`config.mk`:
```
export PLATFORM = sky130hd
export DESIGN_NAME = bitmap_page_frame_allocator_flat
export DESIGN_NICKNAME = d
export VERILOG_FILES = /design/src/rtl/core/bpfa_pkg.sv /design/src/rtl/core/bpfa_if.sv /design/src/rtl/core/bpfa_bitmap.sv /design/src/rtl/core/bitmap_page_frame_allocator.sv /design/src/flat_wrapper.sv
export VERILOG_INCLUDE_DIRS = /design/src /design/src/rtl/core
export SDC_FILE = /design/constraint.sdc
export NUM_CORES = 2
export LEC_CHECK = 0
export ABC_AREA = 1
export BUFFER_PORTS_ARGS = -buffer_cell sky130_fd_sc_hd__buf_2
export CAP_MARGIN = 10
export CORE_UTILIZATION = 50
export CTS_CLUSTER_DIAMETER = 40
export DETAILED_ROUTE_END_ITERATION = 10
export HOLD_SLACK_MARGIN = 0.08
export PLACE_DENSITY = 0.71
export SLEW_MARGIN = 20
export SYNTH_ARGS = -nofsm -noshare
export SYNTH_HDL_FRONTEND = slang
export SYNTH_SLANG_ARGS = --single-unit
```
`constraint.sdc`:
```
create_clock -name clk -period 24.9 [get_ports clk]
set_clock_uncertainty 0.05 [all_clocks]
set_input_delay 4.98 -clock clk [delete_from_list [all_inputs] [get_ports clk]]
set_output_delay 4.98 -clock clk [all_outputs]
set_load 0.02 [all_outputs]
```
`src/rtl/core/bitmap_page_frame_allocator_defines.svh`:
```
// ----------------------------------------------------------------------------
// Assertion macros for the bitmap page-frame allocator
// Shared property forms, each clocked and disabled during reset.
// ----------------------------------------------------------------------------
`ifndef BITMAP_PAGE_FRAME_ALLOCATOR_DEFINES_SVH
`define BITMAP_PAGE_FRAME_ALLOCATOR_DEFINES_SVH

// Same-cycle implication.
`define BPFA_ASSERT_NOW(label, clk, rst, ante, cons, msg) \
  label: assert property (@(posedge clk) disable iff (rst) (ante) |-> (cons)) \
    else $error(msg);

// Next-cycle implication.
`define BPFA_ASSERT_NEXT(label, clk, rst, ante, cons, msg) \
  label: assert property (@(posedge clk) disable iff (rst) (ante) |=> (cons)) \
    else $error(msg);

`endif

```
`src/rtl/core/bpfa_pkg.sv`:
```
// ----------------------------------------------------------------------------
// Bitmap page-frame allocator package
// Sizes, operation codes, shared types and word-level helper functions.
// ----------------------------------------------------------------------------
`default_nettype none

package bpfa_pkg;

  localparam int MAX_FRAMES = 4096;
  localparam int PAGE_BYTES = 4096;
  localparam int PAGE_SHIFT = $clog2(PAGE_BYTES);
  localparam int WORD_BITS  = 32;
  localparam int WORD_SHIFT = $clog2(WORD_BITS);
  localparam int NUM_WORDS  = MAX_FRAMES / WORD_BITS;
  localparam int WIDX_W     = $clog2(NUM_WORDS);
  localparam int FRAME_W    = $clog2(MAX_FRAMES);
  localparam int CNT_W      = 13;
  localparam int FUNC_W     = 3;
  localparam int ADDR_W     = 32;
  localparam int SUM_W      = ADDR_W + 2;
  localparam int RGN_W      = SUM_W - PAGE_SHIFT;

  localparam logic [CNT_W-1:0] CFG_RESET = CNT_W'(4096);
  localparam logic [CNT_W-1:0] MAX_CNT   = CNT_W'(MAX_FRAMES);

  typedef enum logic [FUNC_W-1:0] {
    FUNC_ALLOC       = 3'd0,
    FUNC_FREE        = 3'd1,
    FUNC_REGION_FREE = 3'd2,
    FUNC_REGION_USED = 3'd3,
    FUNC_ALL_USED    = 3'd4
  } func_t;

  typedef enum logic [1:0] {
    OP_ALLOC,
    OP_CLEAR,
    OP_SET
  } op_t;

  typedef enum logic [1:0] {
    ST_IDLE,
    ST_SCAN,
    ST_DRAIN,
    ST_DONE
  } state_t;

  typedef struct packed {
    logic                 rd_en;
    logic [WIDX_W-1:0]    rd_addr;
    logic                 wr_en;
    logic [WIDX_W-1:0]    wr_addr;
    logic [WORD_BITS-1:0] wr_data;
    logic                 clr_all;
  } bm_cmd_t;

  function automatic logic [WORD_SHIFT:0] popcount_word(input logic [WORD_BITS-1:0] w);
    logic [31:0] x;
    x = w - ((w >> 1) & 32'h5555_5555);
    x = (x & 32'h3333_3333) + ((x >> 2) & 32'h3333_3333);
    x = (x + (x >> 4)) & 32'h0F0F_0F0F;
    x = x + (x >> 8);
    x = x + (x >> 16);
    return x[WORD_SHIFT:0];
  endfunction

  function automatic logic [WORD_SHIFT-1:0] lowest_one(input logic [WORD_BITS-1:0] w);
    logic [WORD_SHIFT-1:0] idx;
    idx = '0;
    for (int i = WORD_BITS - 1; i >= 0; i--) begin
      if (w[i]) begin
        idx = WORD_SHIFT'(i);
      end
    end
    return idx;
  endfunction

endpackage

`default_nettype wire

```
`src/rtl/core/bpfa_if.sv`:
```
// ----------------------------------------------------------------------------
// Bitmap page-frame allocator channels
// Valid/ready channels for configuration, requests and responses.
// ----------------------------------------------------------------------------
`default_nettype none

interface bpfa_cfg_if;
  logic                        valid;
  logic                        ready;
  logic [bpfa_pkg::CNT_W-1:0]  data;
  modport source (output valid, output data, input ready);
  modport sink   (input valid, input data, output ready);
endinterface

interface bpfa_req_if;
  logic                        valid;
  logic                        ready;
  logic [bpfa_pkg::FUNC_W-1:0] func;
  logic [bpfa_pkg::ADDR_W-1:0] byte_address;
  logic [bpfa_pkg::ADDR_W-1:0] byte_length;
  modport source (output valid, output func, output byte_address, output byte_length,
                  input ready);
  modport sink   (input valid, input func, input byte_address, input byte_length,
                  output ready);
endinterface

interface bpfa_rsp_if;
  logic                        valid;
  logic                        ready;
  logic [bpfa_pkg::ADDR_W-1:0] page_address;
  logic                        alloc_ok;
  logic [bpfa_pkg::CNT_W-1:0]  used_count;
  logic [bpfa_pkg::CNT_W-1:0]  free_count;
  modport source (output valid, output page_address, output alloc_ok, output used_count,
                  output free_count, input ready);
  modport sink   (input valid, input page_address, input alloc_ok, input used_count,
                  input free_count, output ready);
endinterface

`default_nettype wire

```
`src/rtl/core/bpfa_bitmap.sv`:
```
// ----------------------------------------------------------------------------
// Bitmap page-frame allocator word store
// Used-bit memory in 32-bit words with a row valid bit that reads unwritten
// or bulk-cleared rows as all used.
// ----------------------------------------------------------------------------
`default_nettype none

module bpfa_bitmap (
  input  wire logic                                clk,
  input  wire logic                                rst,
  input  wire bpfa_pkg::bm_cmd_t                   cmd,
  output logic       [bpfa_pkg::WORD_BITS-1:0]     rd_data
);

  logic [bpfa_pkg::WORD_BITS-1:0] mem [bpfa_pkg::NUM_WORDS];
  logic [bpfa_pkg::NUM_WORDS-1:0] row_valid;
  logic [bpfa_pkg::WORD_BITS-1:0] mem_q;
  logic                           valid_q;

  always_ff @(posedge clk) begin
    if (cmd.wr_en) begin
      mem[cmd.wr_addr] <= cmd.wr_data;
    end
    if (cmd.rd_en) begin
      mem_q <= mem[cmd.rd_addr];
    end
  end

  always_ff @(posedge clk) begin
    if (rst) begin
      row_valid <= '0;
      valid_q   <= 1'b0;
    end else begin
      if (cmd.clr_all) begin
        row_valid <= '0;
      end else if (cmd.wr_en) begin
        row_valid[cmd.wr_addr] <= 1'b1;
      end
      if (cmd.rd_en) begin
        valid_q <= row_valid[cmd.rd_addr];
      end
    end
  end

  assign rd_data = valid_q ? mem_q : '1;

endmodule

`default_nettype wire

```
`src/rtl/core/bitmap_page_frame_allocator.sv`:
```
// ----------------------------------------------------------------------------
// Bitmap page-frame allocator
// One used bit per 4 KiB frame, held in a 128 x 32-bit memory, with a used
// frame counter. Allocate returns the lowest free frame below the configured
// total; free, mark region free, mark region used and mark all used update
// the map, and every request gets one response with the counts. Allocate
// and the region operations walk the map one word per cycle through the
// memory's single read port; mark all used and an empty region skip the
// walk. One request is in work at a time; a finished response waits in an
// output register while the next request is taken. Reset needs no clearing
// pass: row valid bits make the map read as all used at once.
// ----------------------------------------------------------------------------
`default_nettype none
`include "bitmap_page_frame_allocator_defines.svh"

module bitmap_page_frame_allocator (
  input wire logic   clk,
  input wire logic   rst,
  bpfa_cfg_if.sink   cfg,
  bpfa_req_if.sink   req,
  bpfa_rsp_if.source rsp
);

  bpfa_pkg::state_t                   state, state_next;
  bpfa_pkg::op_t                      op, dec_op;
  logic [bpfa_pkg::CNT_W-1:0]         frames_in_use;
  logic [bpfa_pkg::CNT_W-1:0]         tot;
  logic [bpfa_pkg::CNT_W-1:0]         used;
  logic [bpfa_pkg::WIDX_W-1:0]        first_word, last_word, rd_word, p_word;
  logic [bpfa_pkg::WORD_SHIFT-1:0]    lo_off, hi_off;
  logic                               rd_done, p_vld;
  logic                               d_vld, d_up;
  logic [bpfa_pkg::WORD_SHIFT:0]      d_cnt;
  logic                               res_ok;
  logic [bpfa_pkg::ADDR_W-1:0]        res_addr;
  logic                               accept, issue, load_rsp, go_scan, all_used;
  logic                               dec_scan, empty, hit, wr_word;
  logic [bpfa_pkg::SUM_W-1:0]         addr_x, sum_x, addr_up, sum_up;
  logic [bpfa_pkg::RGN_W-1:0]         rgn_start, rgn_end;
  logic [bpfa_pkg::CNT_W-1:0]         end_c, last_f;
  logic [bpfa_pkg::WORD_BITS-1:0]     cur, mask, lo_mask, hi_mask, cand, new_word, changed;
  logic [bpfa_pkg::WORD_SHIFT-1:0]    hit_idx;
  logic [bpfa_pkg::CNT_W:0]           up_sum;
  logic [bpfa_pkg::WORD_BITS-1:0]     rd_data_w;
  bpfa_pkg::bm_cmd_t                  bm_cmd;
  logic                               scan_vld, word_ok, rsp_held, in_done, used_ok, busy;

  assign cfg.ready = 1'b1;
  assign req.ready = (state == bpfa_pkg::ST_IDLE);
  assign accept    = req.valid && req.ready;

  always_ff @(posedge clk) begin
    if (rst) begin
      frames_in_use <= bpfa_pkg::CFG_RESET;
    end else if (cfg.valid) begin
      frames_in_use <= cfg.data;
    end
  end

  assign tot = (frames_in_use > bpfa_pkg::MAX_CNT) ? bpfa_pkg::MAX_CNT : frames_in_use;

  // Request decode: region bounds in frames, taken wide and then clamped.
  always_comb begin
    addr_x    = bpfa_pkg::SUM_W'(req.byte_address);
    sum_x     = addr_x + bpfa_pkg::SUM_W'(req.byte_length);
    addr_up   = addr_x + bpfa_pkg::SUM_W'(bpfa_pkg::PAGE_BYTES - 1);
    sum_up    = sum_x + bpfa_pkg::SUM_W'(bpfa_pkg::PAGE_BYTES - 1);
    rgn_start = '0;
    rgn_end   = '0;
    dec_op    = bpfa_pkg::OP_ALLOC;
    dec_scan  = 1'b0;
    all_used  = 1'b0;
    unique case (req.func)
      bpfa_pkg::FUNC_ALLOC: begin
        rgn_end  = bpfa_pkg::RGN_W'(tot);
        dec_scan = 1'b1;
      end
      bpfa_pkg::FUNC_FREE: begin
        rgn_start = bpfa_pkg::RGN_W'(addr_x >> bpfa_pkg::PAGE_SHIFT);
        rgn_end   = rgn_start + bpfa_pkg::RGN_W'(1);
        dec_op    = bpfa_pkg::OP_CLEAR;
        dec_scan  = 1'b1;
      end
      bpfa_pkg::FUNC_REGION_FREE: begin
        rgn_start = bpfa_pkg::RGN_W'(addr_up >> bpfa_pkg::PAGE_SHIFT);
        rgn_end   = bpfa_pkg::RGN_W'(sum_x >> bpfa_pkg::PAGE_SHIFT);
        dec_op    = bpfa_pkg::OP_CLEAR;
        dec_scan  = 1'b1;
      end
      bpfa_pkg::FUNC_REGION_USED: begin
        rgn_start = bpfa_pkg::RGN_W'(addr_x >> bpfa_pkg::PAGE_SHIFT);
        rgn_end   = bpfa_pkg::RGN_W'(sum_up >> bpfa_pkg::PAGE_SHIFT);
        dec_op    = bpfa_pkg::OP_SET;
        dec_scan  = 1'b1;
      end
      bpfa_pkg::FUNC_ALL_USED: begin
        all_used = 1'b1;
      end
      default: begin
        dec_scan = 1'b0;
      end
    endcase
    end_c   = (rgn_end > bpfa_pkg::RGN_W'(tot)) ? tot : rgn_end[bpfa_pkg::CNT_W-1:0];
    empty   = (rgn_start >= bpfa_pkg::RGN_W'(end_c));
    go_scan = dec_scan && !empty;
    last_f  = end_c - bpfa_pkg::CNT_W'(1);
  end

  // Word processing on the data returned by the map.
  always_comb begin
    cur     = rd_data_w;
    lo_mask = (p_word == first_word) ? ('1 << lo_off) : '1;
    hi_mask = (p_word == last_word)
              ? ('1 >> (bpfa_pkg::WORD_SHIFT'(bpfa_pkg::WORD_BITS - 1) - hi_off)) : '1;
    mask    = lo_mask & hi_mask;
    cand    = ~cur & mask;
    hit_idx = bpfa_pkg::lowest_one(cand);
    hit     = (op == bpfa_pkg::OP_ALLOC) && (cand != '0);
    unique case (op)
      bpfa_pkg::OP_ALLOC: begin
        new_word = cur | (bpfa_pkg::WORD_BITS'(1) << hit_idx);
        changed  = '0;
      end
      bpfa_pkg::OP_SET: begin
        new_word = cur | mask;
        changed  = mask & ~cur;
      end
      bpfa_pkg::OP_CLEAR: begin
        new_word = cur & ~mask;
        changed  = mask & cur;
      end
      default: begin
        new_word = cur;
        changed  = '0;
      end
    endcase
    wr_word = (state == bpfa_pkg::ST_SCAN) && p_vld && ((op != bpfa_pkg::OP_ALLOC) || hit);
  end

  always_comb begin
    bm_cmd.rd_en   = issue;
    bm_cmd.rd_addr = rd_word;
    bm_cmd.wr_en   = wr_word;
    bm_cmd.wr_addr = p_word;
    bm_cmd.wr_data = new_word;
    bm_cmd.clr_all = accept && all_used;
  end

  bpfa_bitmap u_bitmap (
    .clk     (clk),
    .rst     (rst),
    .cmd     (bm_cmd),
    .rd_data (rd_data_w)
  );

  always_comb begin
    state_next = state;
    issue      = 1'b0;
    load_rsp   = 1'b0;
    unique case (state)
      bpfa_pkg::ST_IDLE: begin
        if (accept) begin
          state_next = go_scan ? bpfa_pkg::ST_SCAN : bpfa_pkg::ST_DONE;
        end
      end
      bpfa_pkg::ST_SCAN: begin
        issue = !rd_done;
        if (p_vld && (hit || (p_word == last_word))) begin
          state_next = bpfa_pkg::ST_DRAIN;
        end
      end
      bpfa_pkg::ST_DRAIN: begin
        state_next = bpfa_pkg::ST_DONE;
      end
      bpfa_pkg::ST_DONE: begin
        if (!rsp.valid || rsp.ready) begin
          load_rsp   = 1'b1;
          state_next = bpfa_pkg::ST_IDLE;
        end
      end
      default: begin
        state_next = bpfa_pkg::ST_IDLE;
      end
    endcase
  end

  always_ff @(posedge clk) begin
    if (rst) begin
      state <= bpfa_pkg::ST_IDLE;
      p_vld <= 1'b0;
      d_vld <= 1'b0;
    end else begin
      state <= state_next;
      p_vld <= issue;
      d_vld <= wr_word;
    end
  end

  always_ff @(posedge clk) begin
    if (accept) begin
      op         <= dec_op;
      first_word <= rgn_start[bpfa_pkg::FRAME_W-1:bpfa_pkg::WORD_SHIFT];
      lo_off     <= rgn_start[bpfa_pkg::WORD_SHIFT-1:0];
      last_word  <= last_f[bpfa_pkg::FRAME_W-1:bpfa_pkg::WORD_SHIFT];
      hi_off     <= last_f[bpfa_pkg::WORD_SHIFT-1:0];
      rd_word    <= rgn_start[bpfa_pkg::FRAME_W-1:bpfa_pkg::WORD_SHIFT];
      rd_done    <= 1'b0;
      res_ok     <= 1'b0;
      res_addr   <= '0;
    end else begin
      if (issue) begin
        rd_word <= rd_word + bpfa_pkg::WIDX_W'(1);
        rd_done <= (rd_word == last_word);
      end
      if ((state == bpfa_pkg::ST_SCAN) && p_vld && hit) begin
        res_ok   <= 1'b1;
        res_addr <= bpfa_pkg::ADDR_W'({p_word, hit_idx}) << bpfa_pkg::PAGE_SHIFT;
      end
    end
    p_word <= rd_word;
    d_up   <= (op != bpfa_pkg::OP_CLEAR);
    d_cnt  <= (op == bpfa_pkg::OP_ALLOC) ? (bpfa_pkg::WORD_SHIFT + 1)'(1)
                                         : bpfa_pkg::popcount_word(changed);
  end

  assign up_sum = {1'b0, used} + (bpfa_pkg::CNT_W + 1)'(d_cnt);

  always_ff @(posedge clk) begin
    if (rst) begin
      used <= bpfa_pkg::CFG_RESET;
    end else if (accept && all_used) begin
      used <= tot;
    end else if (d_vld) begin
      if (d_up) begin
        used <= (up_sum > (bpfa_pkg::CNT_W + 1)'(bpfa_pkg::MAX_CNT))
                ? bpfa_pkg::MAX_CNT : up_sum[bpfa_pkg::CNT_W-1:0];
      end else begin
        used <= (used > bpfa_pkg::CNT_W'(d_cnt)) ? used - bpfa_pkg::CNT_W'(d_cnt) : '0;
      end
    end
  end

  always_ff @(posedge clk) begin
    if (rst) begin
      rsp.valid <= 1'b0;
    end else if (load_rsp) begin
      rsp.valid <= 1'b1;
    end else if (rsp.ready) begin
      rsp.valid <= 1'b0;
    end
  end

  always_ff @(posedge clk) begin
    if (load_rsp) begin
      rsp.page_address <= res_addr;
      rsp.alloc_ok     <= res_ok;
      rsp.used_count   <= used;
      rsp.free_count   <= (tot > used) ? tot - used : '0;
    end
  end

  assign scan_vld = (state == bpfa_pkg::ST_SCAN) && p_vld;
  assign word_ok  = (p_word >= first_word) && (p_word <= last_word);
  assign rsp_held = (state == bpfa_pkg::ST_DONE) && rsp.valid && !rsp.ready;
  assign in_done  = (state == bpfa_pkg::ST_DONE);
  assign used_ok  = (used <= bpfa_pkg::MAX_CNT);
  assign busy     = (state != bpfa_pkg::ST_IDLE);

  `BPFA_ASSERT_NOW(a_used_range, clk, rst, 1'b1, used_ok, "used count above frame limit")
  `BPFA_ASSERT_NOW(a_word_in_range, clk, rst, scan_vld, word_ok, "scanned word outside region")
  `BPFA_ASSERT_NEXT(a_leave_idle, clk, rst, accept, busy, "accepted request did not start")
  `BPFA_ASSERT_NEXT(a_done_holds, clk, rst, rsp_held, in_done, "stalled response lost")

endmodule

`default_nettype wire
```
`src/flat_wrapper.sv`:
```
// flat-port wrapper written by rule: the top's interface ports become plain ports
module bitmap_page_frame_allocator_flat 
  (clk, rst, cfg_valid, cfg_data, cfg_ready, req_valid, req_func, req_byte_address, req_byte_length, req_ready, rsp_valid, rsp_page_address, rsp_alloc_ok, rsp_used_count, rsp_free_count, rsp_ready);
  bpfa_cfg_if cfg_i ();
  bpfa_req_if req_i ();
  bpfa_rsp_if rsp_i ();
  input wire logic clk;
  input wire logic rst;
  input wire logic [$bits(cfg_i.valid)-1:0] cfg_valid;
  input wire logic [$bits(cfg_i.data)-1:0] cfg_data;
  output wire logic [$bits(cfg_i.ready)-1:0] cfg_ready;
  input wire logic [$bits(req_i.valid)-1:0] req_valid;
  input wire logic [$bits(req_i.func)-1:0] req_func;
  input wire logic [$bits(req_i.byte_address)-1:0] req_byte_address;
  input wire logic [$bits(req_i.byte_length)-1:0] req_byte_length;
  output wire logic [$bits(req_i.ready)-1:0] req_ready;
  output wire logic [$bits(rsp_i.valid)-1:0] rsp_valid;
  output wire logic [$bits(rsp_i.page_address)-1:0] rsp_page_address;
  output wire logic [$bits(rsp_i.alloc_ok)-1:0] rsp_alloc_ok;
  output wire logic [$bits(rsp_i.used_count)-1:0] rsp_used_count;
  output wire logic [$bits(rsp_i.free_count)-1:0] rsp_free_count;
  input wire logic [$bits(rsp_i.ready)-1:0] rsp_ready;
  assign cfg_i.valid = cfg_valid;
  assign cfg_i.data = cfg_data;
  assign cfg_ready = cfg_i.ready;
  assign req_i.valid = req_valid;
  assign req_i.func = req_func;
  assign req_i.byte_address = req_byte_address;
  assign req_i.byte_length = req_byte_length;
  assign req_ready = req_i.ready;
  assign rsp_valid = rsp_i.valid;
  assign rsp_page_address = rsp_i.page_address;
  assign rsp_alloc_ok = rsp_i.alloc_ok;
  assign rsp_used_count = rsp_i.used_count;
  assign rsp_free_count = rsp_i.free_count;
  assign rsp_i.ready = rsp_ready;
  bitmap_page_frame_allocator u_core (.clk(clk), .rst(rst), .cfg(cfg_i), .req(req_i), .rsp(rsp_i));
endmodule
```
==> results.toml <==
[pwr]
leakagePower_nw = 66.33
powerDensity_nw_per_um2 = 135.7
vdd_drop_max_mv = 0.5729

[timing]
fin_tns_setup_ns = 0
hold_slack_ns = 0.4055
period_minus_slack_ns = 12.46
grt_setup_unrepaired = "false"
slew_viol_final = 0
fmax_mhz = 80.27
setup_viol = 0
worst_pin_slew_ns = 1.236
hold_violations = 0
fin_crit_sh = 0.5003
slew_headroom = 0.1746

[synthesis]
ys_top_cells_by_count = "edfxtp_1, nor2_1, o21ai_0"
synth_most_common_cell = "edfxtp_1"
synth_ff_type = "edfxtp_1"
syn_avg_cell_area_um2 = 12.34
synth_cell_types = 67
syn_area_um2 = 181300
yosys-top-cells-area = "edfxtp_1, o21ai_0, nor2_1, o22ai_1, nand2_1"
yosysTopAreaCell = "edfxtp_1"
ys_seq_elements = 4388
synth_edf_count = 4200
async_flop_share = 0
seq_area_frac_synth = 0.7165
ys.warnings.count = 0
synthCells = 14696
synth_top_area_frac = 0.6957

[clock_tree]
clkTransAtPathRegs_ns = 0.06
cts_root_buf = "clkbuf_16"
cts_tree = "built"
cts_max_level = 5
hold_buffers = 0
cts_inserted_buffers = 457
insertion_delay_ns = 1.02
post_cts_resized = 0
cts_setup_buffers = 0
clkSinkCount = 4388
clockBufferDepth = 4

[setup_path]
crit_fanout = 20
slowest_delay_ns = 0.50
crit_family = "compound AO/OA/AOI/OAI gates"
critPathArrivalTime_ns = 13.24
path_class = "in2reg"
cp_common_cell = "o21a_1"
critPathSlowestCell = "nand3_2"
path_buf_inv = 2
cp.required_ns = 25.68
cp-end-kind = "register"
cp-start-kind = "input pin"

[floorplanning]
die-area_um2 = 365000
ioPinCount = 147
core_um2 = 360000
rows = 220
initial_core_util = 0.5035
die_w_um = 604.1
die_h_um = 604.1

[finish]
fillCellCount = 28217
area.growth.synth_to_final_pct = 12.60
multi_input_area_um2 = 47220
drive_gt1_frac = 0.1027
regArea_um2 = 129900
fin_nets = 14941

[global_routing]
overflow = 0
grt_antenna_before_repair = 26
grt_max_degree = 174
grt_pass1_wl_um = 780100
grt_pass1_vias = 116413
track_usage = 0.2879

[routing]
ant_nets = 0
dr.pass1.iters = 6
wl_per_cell_um = 27.25
route.vias.total = 125303
post-route-drc-count = 0
drtIter0Drc = 18292
via_per_inst = 6.315
totalWireLength_um = 540600

[hold_path]
hold_class = "reg2reg"

[placement]
gp_congestion = 0.9108
dpl.hpwl_um = 298700
portBuffers = 125

[run_status]
status = "finished clean"

[job]
cap_violations = 0
[worst paths after layout]
kind / depth (start not counted) / slack [ns] / start / endpoint
hold / removal: 2 / 0.41 / u_core.u_bitmap.row_valid[125]$_SDFFE_PP0P_ / u_core.u_bitmap.row_valid[125]$_SDFFE_PP0P_
hold reg to reg: 2 / 0.41 / u_core.u_bitmap.row_valid[125]$_SDFFE_PP0P_ / u_core.u_bitmap.row_valid[125]$_SDFFE_PP0P_
setup reg to reg: 36 / 16.28 / u_core.p_word[3]$_DFF_P_ / u_core.d_cnt[4]$_SDFF_PP0_
setup / recovery: 46 / 12.44 / req_byte_length[0] / u_core.state[1]$_SDFFE_PP0P_
[through the flow]
step                power [mW]  std cells  area, µm²  setup WS (ns)  utilization
global route             28.94      19834     204100          11.71       0.5669
CTS                      27.49      19830     204100          12.58       0.5668
floorplan                16.53      14715     181400          13.44            -
global placement         20.40      18977     188600          11.48       0.5240
finish                   27.70      19841     204100          12.44       0.5670
detailed placement       20.61      18978     188700          11.58       0.5241
[worst reg2reg max path: cells and delay by family (launching register included)]
kind                     cells  cell delay [ns]
AO/OA/AOI/OAI               11             2.66
XOR/XNOR                     3             0.52
adder cells (fa/ha/maj)      5             1.78
buffers and inverters        6             0.92
flip-flops                   1             0.57
AND/OR/NAND/NOR             11             2.05
[power breakdown]
part / internal (mW) / leakage (nW) / switching [mW]
clock: 4.00 / 7.40 / 2.92
sequential: 9.11 / 39.1 / 0.0663
combinational: 3.13 / 19.8 / 8.47
total: 16.2 / 66.3 / 11.5
[sequential cells by signal (all words and copies together), names as in the netlist, 2 cells and up]
name                       count
u_core.state                   2
u_core.res_addr               12
u_core.rsp.page_address       12
u_core.u_bitmap.mem_q         32
u_core.rsp.used_count         13
u_core.u_bitmap.row_valid    128
u_core.u_bitmap.mem         4096
u_core.last_word               7
u_core.op                      2
u_core.rsp.free_count         13
u_core.rd_word                 7
u_core.hi_off                  5
u_core.p_word                  7
u_core.used                   13
u_core.d_cnt                   6
u_core.first_word              7
u_core.lo_off                  5
u_core.frames_in_use          13
[layer usage]
layer  wire [µm]  part of all wire  vias up  GRT usage
met4       26310             0.049       12     0.1319
met2      244300              0.45     8139     0.4460
met1      201800              0.37    61501     0.3925
met5          82           0.00015        -          0
met3       68080              0.13     1244    0.05989
li1            -                 -    54407          -
[cell type report]
cell class | count | share of cell area
Multi-Input combinational cell | 8823 | 0.2313
Antenna cell | 10 | 0.0001226
Sequential cell | 4388 | 0.6363
Clock inverter | 289 | 0.01595
Tap cell | 4773 | 0.02926
Timing Repair Buffer | 495 | 0.01825
Clock buffer | 563 | 0.05942
Inverter | 500 | 0.009390
[cell usage in the layout, fill, tap and decap left out, types with 19 or more instances in the layout]
master	netlist	routed
edfxtp_1	4200	4200
nor2_1	2547	2415
o21ai_0	2368	2365
nand2_1	1012	1010
o22ai_1	614	614
nand3_1	512	508
inv_1	485	471
clkbuf_16	0	462
o221ai_1	423	423
buf_4	22	343
a21oi_1	359	327
dfxtp_1	188	188
ha_1	172	172
nor2_4	3	135
buf_2	9	126
a31oi_1	125	123
o211ai_1	101	101
clkbuf_1	918	82
xor2_1	81	81
o21ba_2	81	81
nand4_1	76	76
clkinv_1	8	74
nor3_1	66	65
clkinv_2	0	64
bufinv_16	0	49
clkinvlp_4	0	40
a221oi_1	37	37
a21oi_4	0	32
xnor2_1	26	26
buf_12	0	26
inv_6	0	24
conb_1	2	21
fa_1	19	19
clkbuf_8	0	19
[cell families after synthesis]
logic type	count (synthesis)	synth area share
buffers and inverters	1504	0.03170
AO/OA/AOI/OAI	4235	0.1379
flip-flops	4388	0.7165
other	2	0.00004143
XOR/XNOR	113	0.005708
AND/OR/NAND/NOR	4263	0.09421
adder cells (fa/ha/maj)	191	0.01397
No activity file was read; power rests on OpenSTA's default activity.
